File: src/rtl/tga_pixel_stream_decoder_assert.svh
// assertion macros for the pixel stream decoder
`ifndef TGA_PIXEL_STREAM_DECODER_ASSERT_SVH
`define TGA_PIXEL_STREAM_DECODER_ASSERT_SVH

`ifndef SYNTHESIS

// property that must hold on every clock edge out of reset
`define TPSD_ASSERT_ALWAYS(label, expr) \
	label: assert property (@(posedge clk) disable iff (!arst_n) (expr)) \
		else $error("tga decoder check failed");

// same-cycle implication
`define TPSD_ASSERT_IMPLY(label, cond, expr) \
	label: assert property (@(posedge clk) disable iff (!arst_n) (cond) |-> (expr)) \
		else $error("tga decoder check failed");

// next-cycle implication
`define TPSD_ASSERT_NEXT(label, cond, expr) \
	label: assert property (@(posedge clk) disable iff (!arst_n) (cond) |=> (expr)) \
		else $error("tga decoder check failed");

`else

`define TPSD_ASSERT_ALWAYS(label, expr)
`define TPSD_ASSERT_IMPLY(label, cond, expr)
`define TPSD_ASSERT_NEXT(label, cond, expr)

`endif

`endif

File: src/rtl/tga_psd_pkg.sv
package tga_psd_pkg;

	// configuration register indexes
	localparam int unsigned CFG_INDEX_BITS = 2;
	localparam logic [CFG_INDEX_BITS-1:0] CFG_IMAGE_WIDTH      = 2'd0;
	localparam logic [CFG_INDEX_BITS-1:0] CFG_IMAGE_HEIGHT     = 2'd1;
	localparam logic [CFG_INDEX_BITS-1:0] CFG_RUN_LENGTH_CODED = 2'd2;
	localparam logic [CFG_INDEX_BITS-1:0] CFG_HAS_ALPHA        = 2'd3;

	// packet header layout
	localparam int unsigned RUN_FLAG_BIT = 7;
	localparam logic [6:0] HEADER_COUNT_MASK = 7'h7f;

	// pixel constants
	localparam logic [7:0] ALPHA_OPAQUE = 8'd255;
	localparam logic [1:0] LAST_BYTE_BGR  = 2'd2;
	localparam logic [1:0] LAST_BYTE_BGRA = 2'd3;
	localparam logic [7:0] COUNT_CAP = 8'd128;

	// request to the position divider
	typedef struct packed {
		logic       start;
		logic       cancel;
		logic [7:0] dividend;
		logic [6:0] divisor;
	} div_req_t;

	// status and result of the position divider
	typedef struct packed {
		logic       busy;
		logic       done;
		logic [7:0] quot;
		logic [6:0] rem;
	} div_rsp_t;

endpackage

File: src/rtl/tga_pixel_stream_decoder.sv
// Targa pixel-data decoder. Takes one byte of the pixel data area per cycle
// (raw or run-length coded truecolor, BGR or BGRA) and gives one RGBA result
// per finished pixel or run packet, with its bottom-up start row, column and
// a repeat count clipped to the end of the image. A result leaves through an
// output register, so bytes keep flowing while it waits; a byte that would
// complete a pixel is held when that register is full and not being
// taken. After a run packet longer than one pixel on an image narrower than
// 128 columns, the next position comes from the position divider; the packet
// header that follows covers it, so a byte waits only if a pixel would
// complete while the divider is still busy. Sustained rate: one byte per cycle.
`include "tga_pixel_stream_decoder_assert.svh"

module tga_pixel_stream_decoder #(
	parameter int unsigned DIM_BITS = 16
) (
	input  logic        clk,
	input  logic        arst_n,
	// byte input
	input  logic        s_tvalid,
	output logic        s_tready,
	input  logic [7:0]  s_tdata,   // [7:0] data_byte
	input  logic [0:0]  s_tuser,   // [0] frame_start
	// pixel result output
	output logic        m_tvalid,
	input  logic        m_tready,
	output logic [71:0] m_tdata,   // red, green, blue, alpha, start_row[15:0],
	                               // start_column[15:0], repeat_count
	output logic        m_tlast,   // image_done
	// configuration writes
	input  logic                                   cfg_valid,
	output logic                                   cfg_ready,
	input  logic [tga_psd_pkg::CFG_INDEX_BITS-1:0] cfg_index,
	input  logic [15:0]                            cfg_data
);

	localparam int unsigned LIN_BITS = DIM_BITS + 1;

	// configuration
	logic [DIM_BITS-1:0] width_q;
	logic [DIM_BITS-1:0] height_q;
	logic                rlc_q;
	logic                alpha_q;

	// decode state
	logic                exp_hdr_q;
	logic [1:0]          bip_q;
	logic                run_q;
	logic [7:0]          left_q;
	logic [7:0]          blue_q;
	logic [7:0]          green_q;
	logic [7:0]          red_q;
	logic [DIM_BITS-1:0] row_q;
	logic [DIM_BITS-1:0] col_q;
	logic                fin_q;

	// result register
	logic        out_valid_q;
	logic [7:0]  out_red_q;
	logic [7:0]  out_green_q;
	logic [7:0]  out_blue_q;
	logic [7:0]  out_alpha_q;
	logic [15:0] out_row_q;
	logic [15:0] out_col_q;
	logic [7:0]  out_count_q;
	logic        out_done_q;

	tga_psd_pkg::div_req_t div_req;
	tga_psd_pkg::div_rsp_t div_rsp;

	logic                accept;
	logic                frame_start;
	logic [7:0]          din;
	logic                dim_zero;
	logic [1:0]          last_byte;
	logic                pix_pending;

	logic                e_exp;
	logic [1:0]          e_bip;
	logic                e_run;
	logic [7:0]          e_left;
	logic                e_fin;

	logic                is_header;
	logic                is_latch;
	logic                emit;

	logic                nxt_exp;
	logic [1:0]          nxt_bip;
	logic                nxt_run;
	logic [7:0]          nxt_left;

	logic [7:0]          pkt_left;
	logic [7:0]          count;
	logic [7:0]          row_sat;
	logic [7:0]          width_sat;
	logic [15:0]         prod;
	logic [7:0]          prod_clip;
	logic [DIM_BITS-1:0] first_row_left;
	logic [7:0]          first_clip;
	logic [8:0]          remaining;
	logic                done;
	logic [7:0]          final_count;
	logic [7:0]          pix_red;
	logic [7:0]          pix_alpha;

	logic [LIN_BITS-1:0] lin;
	logic                fast_step;
	logic                wraps;
	logic [DIM_BITS-1:0] fast_col;
	logic [DIM_BITS-1:0] fast_row;

	assign accept      = s_tvalid && s_tready;
	assign frame_start = s_tuser[0];
	assign din         = s_tdata[7:0];
	assign dim_zero    = (width_q == '0) || (height_q == '0);
	assign last_byte   = alpha_q ? tga_psd_pkg::LAST_BYTE_BGRA : tga_psd_pkg::LAST_BYTE_BGR;

	// a byte in this state could complete a pixel and needs the position and the
	// result register
	assign pix_pending = !(rlc_q && exp_hdr_q) && (bip_q >= last_byte);
	assign s_tready    = !(pix_pending && (div_rsp.busy || (out_valid_q && !m_tready)));
	assign cfg_ready   = 1'b1;

	// state as seen after an optional frame start, and byte classification
	always_comb begin
		e_exp  = frame_start ? 1'b1 : exp_hdr_q;
		e_bip  = frame_start ? 2'd0 : bip_q;
		e_run  = frame_start ? 1'b0 : run_q;
		e_left = frame_start ? 8'd0 : left_q;
		e_fin  = frame_start ? dim_zero
		                     : (fin_q || dim_zero || (col_q >= width_q) || (row_q >= height_q));

		is_header = !e_fin && rlc_q && e_exp;
		is_latch  = !e_fin && !is_header && (e_bip < last_byte);
		emit      = !e_fin && !is_header && !is_latch;
	end

	// packet bookkeeping and pixel assembly
	always_comb begin
		nxt_exp  = e_exp;
		nxt_bip  = e_bip;
		nxt_run  = e_run;
		nxt_left = e_left;
		pkt_left = (e_left == 8'd0) ? 8'd1 : e_left;
		count    = 8'd1;

		if (is_header) begin
			nxt_run  = din[tga_psd_pkg::RUN_FLAG_BIT];
			nxt_left = {1'b0, din[6:0] & tga_psd_pkg::HEADER_COUNT_MASK} + 8'd1;
			nxt_exp  = 1'b0;
			nxt_bip  = 2'd0;
		end else if (is_latch) begin
			nxt_bip = e_bip + 2'd1;
		end else if (emit) begin
			nxt_bip = 2'd0;
			if (rlc_q) begin
				if (e_run) begin
					count    = pkt_left;
					nxt_left = 8'd0;
					nxt_exp  = 1'b1;
				end else begin
					nxt_left = pkt_left - 8'd1;
					nxt_exp  = (pkt_left == 8'd1);
				end
			end
		end

		pix_red   = (e_bip == 2'd2) ? din : red_q;
		pix_alpha = alpha_q ? din : tga_psd_pkg::ALPHA_OPAQUE;
	end

	// pixels left in the image, saturated above the largest count
	always_comb begin
		row_sat   = (row_q >= DIM_BITS'(tga_psd_pkg::COUNT_CAP)) ? tga_psd_pkg::COUNT_CAP
		                                                         : row_q[7:0];
		width_sat = (width_q >= DIM_BITS'(tga_psd_pkg::COUNT_CAP)) ? tga_psd_pkg::COUNT_CAP
		                                                           : width_q[7:0];
		prod      = row_sat * width_sat;
		prod_clip = (prod[15:8] != 8'd0) ? 8'hff : prod[7:0];
		first_row_left = width_q - col_q;
		first_clip = (first_row_left > DIM_BITS'(255)) ? 8'hff : first_row_left[7:0];
		remaining  = {1'b0, prod_clip} + {1'b0, first_clip};
		done        = ({1'b0, count} >= remaining);
		final_count = done ? remaining[7:0] : count;
	end

	// next position; at most one row step unless the image is narrow
	always_comb begin
		lin       = {1'b0, col_q} + LIN_BITS'(count);
		fast_step = (count == 8'd1) || (width_q >= DIM_BITS'(tga_psd_pkg::COUNT_CAP));
		wraps     = (lin >= {1'b0, width_q});
		fast_col  = wraps ? DIM_BITS'(lin - {1'b0, width_q}) : lin[DIM_BITS-1:0];
		fast_row  = wraps ? (row_q - DIM_BITS'(1)) : row_q;

		div_req.start    = accept && emit && !done && !fast_step;
		div_req.cancel   = accept && frame_start;
		div_req.dividend = lin[7:0];
		div_req.divisor  = width_q[6:0];
	end

	tga_psd_div u_div (
		.clk    (clk),
		.arst_n (arst_n),
		.req    (div_req),
		.rsp    (div_rsp)
	);

	// configuration registers
	always_ff @(posedge clk or negedge arst_n) begin
		if (!arst_n) begin
			width_q  <= DIM_BITS'(1);
			height_q <= DIM_BITS'(1);
			rlc_q    <= 1'b0;
			alpha_q  <= 1'b0;
		end else if (cfg_valid && cfg_ready) begin
			case (cfg_index)
				tga_psd_pkg::CFG_IMAGE_WIDTH:      width_q  <= cfg_data[DIM_BITS-1:0];
				tga_psd_pkg::CFG_IMAGE_HEIGHT:     height_q <= cfg_data[DIM_BITS-1:0];
				tga_psd_pkg::CFG_RUN_LENGTH_CODED: rlc_q    <= cfg_data[0];
				tga_psd_pkg::CFG_HAS_ALPHA:        alpha_q  <= cfg_data[0];
				default: begin
				end
			endcase
		end
	end

	// decode state and byte latches
	always_ff @(posedge clk or negedge arst_n) begin
		if (!arst_n) begin
			exp_hdr_q <= 1'b1;
			bip_q     <= 2'd0;
			run_q     <= 1'b0;
			left_q    <= 8'd0;
			blue_q    <= 8'd0;
			green_q   <= 8'd0;
			red_q     <= 8'd0;
			fin_q     <= 1'b0;
		end else if (accept) begin
			exp_hdr_q <= nxt_exp;
			bip_q     <= nxt_bip;
			run_q     <= nxt_run;
			left_q    <= nxt_left;
			fin_q     <= e_fin || (emit && done);
			if (is_latch) begin
				case (e_bip)
					2'd0:    blue_q  <= din;
					2'd1:    green_q <= din;
					default: red_q   <= din;
				endcase
			end
			if (emit && (e_bip == 2'd2)) begin
				red_q <= din;
			end
		end
	end

	// image position
	always_ff @(posedge clk or negedge arst_n) begin
		if (!arst_n) begin
			row_q <= '0;
			col_q <= '0;
		end else if (accept && frame_start) begin
			row_q <= height_q - DIM_BITS'(1);
			col_q <= '0;
		end else if (accept && emit && !done && fast_step) begin
			row_q <= fast_row;
			col_q <= fast_col;
		end else if (div_rsp.done) begin
			row_q <= row_q - DIM_BITS'(div_rsp.quot);
			col_q <= DIM_BITS'(div_rsp.rem);
		end
	end

	// result register control
	always_ff @(posedge clk or negedge arst_n) begin
		if (!arst_n) begin
			out_valid_q <= 1'b0;
		end else if (accept && emit) begin
			out_valid_q <= 1'b1;
		end else if (m_tready) begin
			out_valid_q <= 1'b0;
		end
	end

	// result payload
	always_ff @(posedge clk) begin
		if (accept && emit) begin
			out_red_q   <= pix_red;
			out_green_q <= green_q;
			out_blue_q  <= blue_q;
			out_alpha_q <= pix_alpha;
			out_row_q   <= 16'(row_q);
			out_col_q   <= 16'(col_q);
			out_count_q <= final_count;
			out_done_q  <= done;
		end
	end

	assign m_tvalid = out_valid_q;
	assign m_tdata  = {out_count_q, out_col_q, out_row_q,
	                   out_alpha_q, out_blue_q, out_green_q, out_red_q};
	assign m_tlast  = out_done_q;

	// a pixel never completes while the position is still being divided
	`TPSD_ASSERT_IMPLY(a_no_emit_in_div, accept && emit, !div_rsp.busy)
	// a new result never overwrites one that has not been transferred
	`TPSD_ASSERT_IMPLY(a_no_overwrite, accept && emit, !out_valid_q || m_tready)
	// the divider leaves the column inside the row
	`TPSD_ASSERT_NEXT(a_div_col_in_row, div_rsp.done && !div_req.cancel, col_q < width_q)
	// a result always covers at least one pixel
	`TPSD_ASSERT_IMPLY(a_count_nonzero, out_valid_q, out_count_q != 8'd0)

endmodule

File: src/rtl/tga_psd_div.sv
// small restoring divider for the position update after a run packet,
// four quotient bits per cycle, result shown on rsp while done is high
module tga_psd_div (
	input  logic                  clk,
	input  logic                  arst_n,
	input  tga_psd_pkg::div_req_t req,
	output tga_psd_pkg::div_rsp_t rsp
);

	logic       busy_q;
	logic       pass_q;
	logic [7:0] num_q;
	logic [6:0] rem_q;
	logic [7:0] quot_q;
	logic [6:0] div_q;

	logic [7:0] num_nxt;
	logic [6:0] rem_nxt;
	logic [7:0] quot_nxt;

	// four dependent compare-subtract steps
	always_comb begin
		logic [7:0] trial;
		num_nxt  = num_q;
		rem_nxt  = rem_q;
		quot_nxt = quot_q;
		for (int i = 0; i < 4; i++) begin
			trial = {rem_nxt, num_nxt[7]};
			if (trial >= {1'b0, div_q}) begin
				trial    = trial - {1'b0, div_q};
				quot_nxt = {quot_nxt[6:0], 1'b1};
			end else begin
				quot_nxt = {quot_nxt[6:0], 1'b0};
			end
			rem_nxt = trial[6:0];
			num_nxt = {num_nxt[6:0], 1'b0};
		end
	end

	// control
	always_ff @(posedge clk or negedge arst_n) begin
		if (!arst_n) begin
			busy_q <= 1'b0;
			pass_q <= 1'b0;
		end else if (req.cancel) begin
			busy_q <= 1'b0;
			pass_q <= 1'b0;
		end else if (req.start) begin
			busy_q <= 1'b1;
			pass_q <= 1'b0;
		end else if (busy_q) begin
			pass_q <= ~pass_q;
			if (pass_q) begin
				busy_q <= 1'b0;
			end
		end
	end

	// datapath
	always_ff @(posedge clk) begin
		if (req.start) begin
			num_q  <= req.dividend;
			rem_q  <= '0;
			quot_q <= '0;
			div_q  <= req.divisor;
		end else if (busy_q) begin
			num_q  <= num_nxt;
			rem_q  <= rem_nxt;
			quot_q <= quot_nxt;
		end
	end

	assign rsp.busy = busy_q;
	assign rsp.done = busy_q && pass_q;
	assign rsp.quot = quot_nxt;
	assign rsp.rem  = rem_nxt;

endmodule

File: config.mk
export PLATFORM = sky130hd
export DESIGN_NAME = tga_pixel_stream_decoder
export DESIGN_NICKNAME = d
export VERILOG_FILES = /design/src/rtl/tga_psd_pkg.sv /design/src/rtl/tga_pixel_stream_decoder.sv /design/src/rtl/tga_psd_div.sv
export VERILOG_INCLUDE_DIRS = /design/src /design/src/rtl
export SDC_FILE = /design/constraint.sdc
export NUM_CORES = 1
export LEC_CHECK = 0
export BUFFER_PORTS_ARGS = -buffer_cell sky130_fd_sc_hd__buf_2
export CORE_ASPECT_RATIO = 1.25
export CORE_MARGIN = 2
export CORE_UTILIZATION = 45
export CTS_BUF_LIST = sky130_fd_sc_hd__clkbuf_4
export DETAILED_ROUTE_END_ITERATION = 7
export MAX_ROUTING_LAYER = met4
export PLACE_DENSITY_LB_ADDON = 0.2
export SLEW_MARGIN = 20
export SYNTH_ARGS = -nofsm -noshare
export SYNTH_HDL_FRONTEND = slang
export SYNTH_SLANG_ARGS = --single-unit
File: constraint.sdc
create_clock -name clk -period 14.8 [get_ports clk]
set_clock_uncertainty 0.1 [all_clocks]
set_input_delay 1.48 -clock clk [delete_from_list [all_inputs] [get_ports clk]]
set_output_delay 1.48 -clock clk [all_outputs]
set_load 0.02 [all_outputs]
Yosys cells after proc, flatten, opt, wreduce, memory -nomap -nowiden
Index checks and enable logic that the tools add are counted.
Storage, ports and cells
  register bits: 205
  logic and storage cells: 182
Cells by class
  $add $sub $neg: 14
  multipliers: 1
  order comparisons: 13
  eq/ne operators: 9
  mux-type cells: 62
  bitwise gates (word level): 1
  reductions and logical operators: 53
Operator list (count)
  $mux W8: 23
  $mux W16: 8
  $ge A16 B16 Y1: 2
  $ge A16 B8 Y1 const B: 2
  $ge A8 B7 Y1: 4
  $logic_not A16 Y1: 2
  $sub A16 B1 Y16 const B: 2
  $sub A16 B16 Y16: 2
  $mux W7: 4
  $sub A7 B7 Y7: 4
  $mux W1: 23
  $logic_and A1 B1 Y1: 18
  $add A16 B8 Y17: 1
  $ge A17 B16 Y1: 1
  $eq A8 B1 Y1 const B: 2
  $gt A16 B8 Y1 const B: 1
  $mul A8 B8 Y16: 1
  $sub A16 B8 Y16: 1
  $reduce_and A2 Y1: 5
  $add A8 B8 Y9: 1
  $ge A8 B9 Y1: 1
  $reduce_and A3 Y1: 3
  $add A7 B1 Y8 const B: 1
  $logic_not A1 Y1: 8
  other kinds (17): 33

Logic depth before layout (Yosys ltp)
Gate-level depths: netlist of the first run.
  depth in word-level cells: 23
  gate-level depth with buffers: 54
  gate-level depth less buffers: 51

Cells and area by module
A second synthesis of the first run with hierarchy kept.
Unflattened totals
  cell total of the unflattened synthesis: 1694
  area, all modules: 16144.2 um^2
Modules (own cells, without submodules)
  tga_pixel_stream_decoder: times used 1, cells an instance 1385, area each 13436.6 um^2, seq. area each 4798.4 um^2
  tga_psd_div: times used 1, cells an instance 309, area each 2707.6 um^2, seq. area each 720.7 um^2

Least setup slack after synthesis of the first run
Ideal clock, no wire load.
  path type: register to register
  start: reg row_q[10]
  end: reg row_q[14]
  library setup time: 0.121 ns
  arrival: 11.739 ns
  required time: 14.579 ns
  path slack: 2.840 ns
  cell stages (with the launch flop): 52
  buffers on the path: 4
  period minus slack after synthesis: 11.960 ns
  path through: dfrtp_1 -> or3_1 -> clkbuf_1 -> or4_1 -> nor4_4 -> inv_1 -> clkbuf_1 -> nor3_1 -> nand2_1 -> fa_1 -> inv_1 -> fa_1 -> inv_1 -> fa_1 -> fa_1 -> inv_1 -> ha_1 -> a21boi_1 -> [... 16 more ...] -> a21oi_1 -> o21ai_0 -> a21oi_1 -> a2111o_1 -> clkbuf_1 -> buf_2 -> inv_1 -> or2_2 -> fa_1 -> a21o_1 -> a21o_1 -> a21o_1 -> a21oi_1 -> nand2b_1 -> nor2_1 -> a2111oi_0 -> a31oi_1 -> o22a_1
On the way
  cells in the longest elaborated chain, start to end: 20
RTL lines
  start, declared: line tga_pixel_stream_decoder.sv:52  | logic [DIM_BITS-1:0] row_q;
  start signal, assigned: line tga_pixel_stream_decoder.sv:263  | row_q <= height_q - DIM_BITS'(1);
  start signal, assigned: line tga_pixel_stream_decoder.sv:266  | row_q <= fast_row;
  start signal, assigned: line tga_pixel_stream_decoder.sv:269  | row_q <= row_q - DIM_BITS'(div_rsp.quot);
  branches (longest 20 deep; another with $ge A16 B8 Y1)
Parallel ways; which one is timed is not known. The select of a mux whose other input is x is not followed.
A chain may end at the register's enable or synchronous reset.

Worst setup path after layout of the first run
Same ends and word-level chain as after synthesis.

==> flow_summary.ini, run 1 <==
[sta]
maxSlewViolCount = 0
slew_headroom = 0.3163
hold_ws_ns = 0.3475
max_freq_mhz = 73.18
setup_tns_ns = 0
worst_pin_slew_ns = 1.025
final-hold-violation-count = 0
grt_setup_unrepaired = false
fin_ws_ns = 1.136
min_period_over_period = 0.9233
setup_violations = 0
fin_crit_ns = 13.66

[grt]
grt_pass1_wl_um = 69140
grt_max_degree = 65
globalRouteOverflowTotal = 0
grt_util_all_layers = 0.2465
grt_pass1_vias = 12920
antenna_found_initial = 1

[clock_network]
cts_root_buf = clkbuf_4
path_clk_slew_ns = 0.08
htree_levels = 2
post-cts-setup-buffers = 0
tritoncts = done
holdBufCountCts = 0
cts_resized = 0
cts_num_sinks = 205
worst_skew_pair.late_latency_ns = 0.73
cts_buffers = 51
clockBufferDepth = 3

[cells_and_area]
layout-drive-gt1-share = 0.1599
area_delta_synth_final_pct = 10.60
finalNonFillerCells = 2345
nets = 2057
fill_cells = 3349

[worst_setup_path]
cp.depth = 49
endpoint = row_q[14]$_DFFE_PN0P_
critPathMaxStageDelay_ns = 0.66
path_buf_inv = 7
worstSetupPathType = register to register
cpMostUsedCell = a21oi_1
end_kind = register
r2r-end = row_q[14]$_DFFE_PN0P_
r2r_start = row_q[10]$_DFFE_PN0P_
startpoint = row_q[10]$_DFFE_PN0P_
cpLargestDelayFamily = compound AO/OA/AOI/OAI gates
rrSetupSlack_ns = 1.14
reg2reg_depth = 49
cp_max_fo = 42
crit_slowest_cell = nor3_1
worstPathArrival_ns = 14.18
cp_data_required_time_ns = 15.32
start_kind = register

[drt]
wl_um = 43910
drtPass1Iterations = 5
drt-wirelength-per-cell_um = 18.72
post-route-drc-count = 0
drtAntennaViolNets = 0
drtIter0Drc = 944
vias = 13128
via_per_inst = 5.598

[die]
io-pin-count = 108
design.core.area_um2 = 35170
fp.dieW_um = 172.4
rows = 77
initial_utilization = 0.4536
dieArea_um2 = 36980
die_y_um = 214.5

[power]
p_leak_nw = 8.033
power_mw = 1.843
power_density_nw_per_um2 = 104.4
max-vdd-ir-drop_mv = 0.07464

[yosys]
avgSynthCellArea_um2 = 9.328
synth-edff-count = 88
yosysTopAreaCellShare = 0.1657
synth.area.top_cells = edfxtp_1, dfrtp_1, ha_1
async_reset_ff_frac = 0.5171
synth_cell_type_count = 90
synth_ff_type = dfrtp_1
synth-seq-area-share = 0.3460
ys_ff_latch = 205
ys.warnings.count = 0
synthesis.nets = 1939
yosysMostFrequentCell = inv_1
syn_area_um2 = 15950
synth_common_cells = inv_1, nand2_1, ha_1
netlist_instances = 1710
yosysTopAreaCell = edfxtp_1

[place]
place_ws_ns = 1.237
dp_hpwl_um = 34210
port_buffers = 106
gp_congestion = 0.9339
placed_cells = 2249

[status]
status = completed

[run]
drv_cap = 0

[worst_hold_path]
min_path_type = register to register
cell usage in the layout (no fill, tap or decap), types with 13 or more instances in the layout:
| cell | n |
|---|---|
| nand2_1 | 161 |
| nand4_1 | 19 |
| xnor2_1 | 52 |
| inv_1 | 176 |
| clkinv_1 | 13 |
| clkbuf_4 | 74 |
| fa_1 | 45 |
| edfxtp_1 | 88 |
| mux2_2 | 56 |
| xor2_1 | 27 |
| a21oi_1 | 77 |
| nand3_1 | 42 |
| and2_1 | 13 |
| a21o_1 | 32 |
| o21ai_0 | 108 |
| nor3_1 | 39 |
| a211oi_1 | 15 |
| buf_4 | 15 |
| nor4_1 | 24 |
| nor2_1 | 114 |
| nand2b_1 | 30 |
| buf_2 | 105 |
| ha_1 | 152 |
| dfrtp_1 | 103 |
| and3_1 | 23 |
| o21a_1 | 18 |
| nor2b_1 | 24 |
| mux2i_1 | 23 |
cell families (layout without fill, tap and decap cells):
family / after synthesis / after routing / synth area share
compound gates: 379 / 379 / 0.1560
xor+xnor: 79 / 79 / 0.04338
fa+ha+maj: 197 / 197 / 0.1757
buf+inv: 232 / 392 / 0.05608
flops: 205 / 205 / 0.3460
mux: 82 / 82 / 0.05671
other cells: 1 / 2 / 0.0002351
simple gates: 535 / 535 / 0.1659
worst min-delay path by stage:
stage	to	startpoint	cells past startpoint	slack, ns
finish	out_blue_q[3]$_DFFE_PP_	blue_q[3]$_DFFE_PN0P_	0	0.35
floorplan	out_blue_q[0]$_DFFE_PP_	blue_q[0]$_DFFE_PN0P_	0	0.32
global placement	out_green_q[3]$_DFFE_PP_	green_q[3]$_DFFE_PN0P_	0	0.32
global route	out_green_q[3]$_DFFE_PP_	green_q[3]$_DFFE_PN0P_	0	0.36
detailed placement	out_green_q[7]$_DFFE_PP_	green_q[7]$_DFFE_PN0P_	0	0.33
CTS	out_green_q[3]$_DFFE_PP_	green_q[3]$_DFFE_PN0P_	0	0.35
routing by layer:
layer / routed length [um] / track usage / up-vias
li1: - / - / 6354
met1: 19010 / 0.3099 / 6377
met2: 21930 / 0.4152 / 324
met3: 1687 / 0.02584 / 73
met4: 1281 / 0.07787 / 0
met5: 0 / - / -
area by class of cell:
type	count	area (um^2)	share of cell area
antenna	1	2.502	0.0001418
clock buffer	74	555.5	0.03149
timing repair buffer	120	638.1	0.03617
multi-input combinational	1273	9550	0.5413
sequential	205	5519	0.3128
inverter	177	664.4	0.03766
tap	474	593.1	0.03362
clock inverter	21	118.9	0.006738
registers in the layout, indices dropped and copies added (netlist names), 16 cells and up:
signal     cells
out_col_q     16
col_q         16
width_q       16
height_q      16
out_row_q     16
row_q         16
power breakdown:
part	leakage (nW)	total, mW	switching, mW	internal (mW)
registers	2.22	0.806	0.115	0.691
logic	5.41	0.539	0.306	0.233
clock network	0.405	0.498	0.248	0.250
per-stage QoR:
step	instance area, um^2	utilization
after global placement	16970	0.4824
after floorplan	15950	-
final	17640	0.5017
after global routing	17640	0.5017
after CTS	17640	0.5016
after detailed placement	16970	0.4824
Note: power is estimated with default switching activity, not from simulation.
==> run 2, diff against run 1 <==
Settings changed: SYNTH_HIERARCHICAL set to 1.
Clock period 14.8 ns to 13.2 ns, I/O delays scaled along.
==> flow_summary.ini, run 2 <==
[status]
status = completed

[yosys]
synth-edff-count = 88
async_reset_ff_frac = 0.5171
yosysTopAreaCellShare = 0.1637
synth_ff_type = dfrtp_1
synthMuxAreaShare = 0.06495
synthesis.nets = 1923
synth_xor_area_frac = 0.04177
synth.area.top_cells = edfxtp_1, dfrtp_1, ha_1
ys_ff_latch = 205
syn_area_um2 = 16140
avgSynthCellArea_um2 = 9.530
ys.warnings.count = 6
synth_cell_type_count = 102
netlist_instances = 1694
synth-seq-area-share = 0.3419
synthSimpleGateAreaFrac = 0.1641
synth_top_family_by_area = adder cells
yosys.area_share.adder = 0.1736
yosysTopAreaCell = edfxtp_1
synth-compound-area-share = 0.1569
synth_common_cells = inv_1, ha_1, nand2_1
yosysMostFrequentCell = inv_1

[power]
p_switching_uw = 795.4
seq_power_share = 0.428
power.internal_mw = 1.349
combPwrFrac = 0.308
power_mw = 2.145
p_sw_frac = 0.3709
power_density_nw_per_um2 = 120.1
max-vdd-ir-drop_mv = 0.09076
p_leak_nw = 7.951
clockPowerShare = 0.264

[sta]
setup_tns_ns = 0
setup_violations = 0
fin_ws_ns = 1.402
fin_crit_ns = 11.80
worst_pin_slew_ns = 1.010
hold_ws_ns = 0.3436
maxSlewViolCount = 0
slew_headroom = 0.3267
grt_setup_unrepaired = false
min_period_over_period = 0.8938
max_freq_mhz = 84.76
final-hold-violation-count = 0

[cells_and_area]
layout_commonest_cell = inv_1
final_cell_mix = inv_1, ha_1, nand2_1, buf_2
area_delta_synth_final_pct = 10.59
post-route-util = 0.5049
layout-drive-gt1-share = 0.1767
fin_area_um2 = 17850
nets = 2042
finalNonFillerCells = 2331

[worst_setup_path]
crit_slowest_cell = nor3_1
critPathMaxStageDelay_ns = 0.71
worstSetupPathType = register to register
end_kind = register
worstPathArrival_ns = 12.32
cp_data_required_time_ns = 13.72
cp_max_fo = 24
start_kind = register

[place]
placed_cells = 2232
gp_congestion = 0.9282
port_buffers = 106
place_ws_ns = 1.503
placed_area_um2 = 17160
dp_hpwl_um = 34050

[clock_network]
cts_num_sinks = 205
post-cts-setup-buffers = 0
cts_resized = 0
holdBufCountCts = 0
cts_root_buf = clkbuf_4
clockBufferDepth = 3
path_clk_slew_ns = 0.07
htree_levels = 2
cts_buffers = 53
tritoncts = done
worst_skew_pair.late_latency_ns = 0.74

[drt]
drtPass1Iterations = 5
post-route-drc-count = 0
drt-wirelength-per-cell_um = 19.18
wl_um = 44710
drtAntennaViolNets = 0
drtIter0Drc = 926
vias = 13347
via_per_inst = 5.726

[grt]
grt_max_degree = 76
grt_pass1_vias = 13167
grt_util_all_layers = 0.2444
antenna_found_initial = 1
globalRouteOverflowTotal = 0
grt_pass1_wl_um = 70690

[run]
drv_cap = 0

[worst_hold_path]
min_path_type = register to register

[die]
rows = 77
design.core.area_um2 = 35360
initial_utilization = 0.4566
die_y_um = 215.8
io-pin-count = 108
dieArea_um2 = 37420
fp.dieW_um = 173.4
==> run 2: final timing paths <==
kind,startpoint,to,slack (ns),depth (start not counted)
setup / recovery,row_q[10]$_DFFE_PN0P_,row_q[12]$_DFFE_PN0P_,1.40,46
hold / removal,blue_q[0]$_DFFE_PN0P_,out_blue_q[0]$_DFFE_PP_,0.34,0
setup reg to reg,row_q[10]$_DFFE_PN0P_,row_q[12]$_DFFE_PN0P_,1.40,46
hold reg to reg,blue_q[0]$_DFFE_PN0P_,out_blue_q[0]$_DFFE_PP_,0.34,0
max in group asynchronous,arst_n,m_tvalid$_DFFE_PN0P_,11.16,2
min in group asynchronous,arst_n,row_q[11]$_DFFE_PN0P_,0.53,1
==> run 2: power groups by stage <==
stage | Clock [mW] | Sequential (mW) | Combinational [mW]
CTS | 0.585 | 0.915 | 0.659
floorplan | 0 | 0.861 | 0.520
detailed placement | 0 | 0.927 | 0.655
finish | 0.567 | 0.918 | 0.660
global placement | 0 | 0.925 | 0.643
global route | 0.613 | 0.932 | 0.739
==> run 2: logic make-up after synthesis <==
kind of cell,after synthesis
AO/OA/AOI/OAI,363
XOR/XNOR,77
AND/OR/NAND/NOR,528
other,1
multiplexers,95
adder cells (fa/ha/maj),197
flip-flops,205
buffers and inverters,228
==> run 2: final cells by class <==
class / count / area, um^2
Antenna cell: 1 / 2.502
Clock buffer: 82 / 615.6
Clock inverter: 16 / 75.07
Fill cell: 3348 / 17500
Inverter: 170 / 641.9
Multi-Input combinational cell: 1261 / 9753
Sequential cell: 205 / 5519
Tap cell: 474 / 593.1
Timing Repair Buffer: 122 / 653.1
==> run 2: routing by layer <==
metal,track usage,wire [um],share of wire,vias up
met5,-,0,0,-
met4,0.1048,1770,0.040,0
met3,0.03559,2331,0.052,106
met2,0.4051,21890,0.49,420
met1,0.2980,18720,0.42,6453
li1,-,-,-,6368
==> run 2: critical path: cells and delay by family (launching register included) <==
family | cells | cell delay [ns]
simple gates | 13 | 3.45
buf+inv | 7 | 0.84
fa+ha+maj | 9 | 3.57
xor+xnor | 1 | 0.21
flops | 1 | 0.50
compound gates | 16 | 2.97
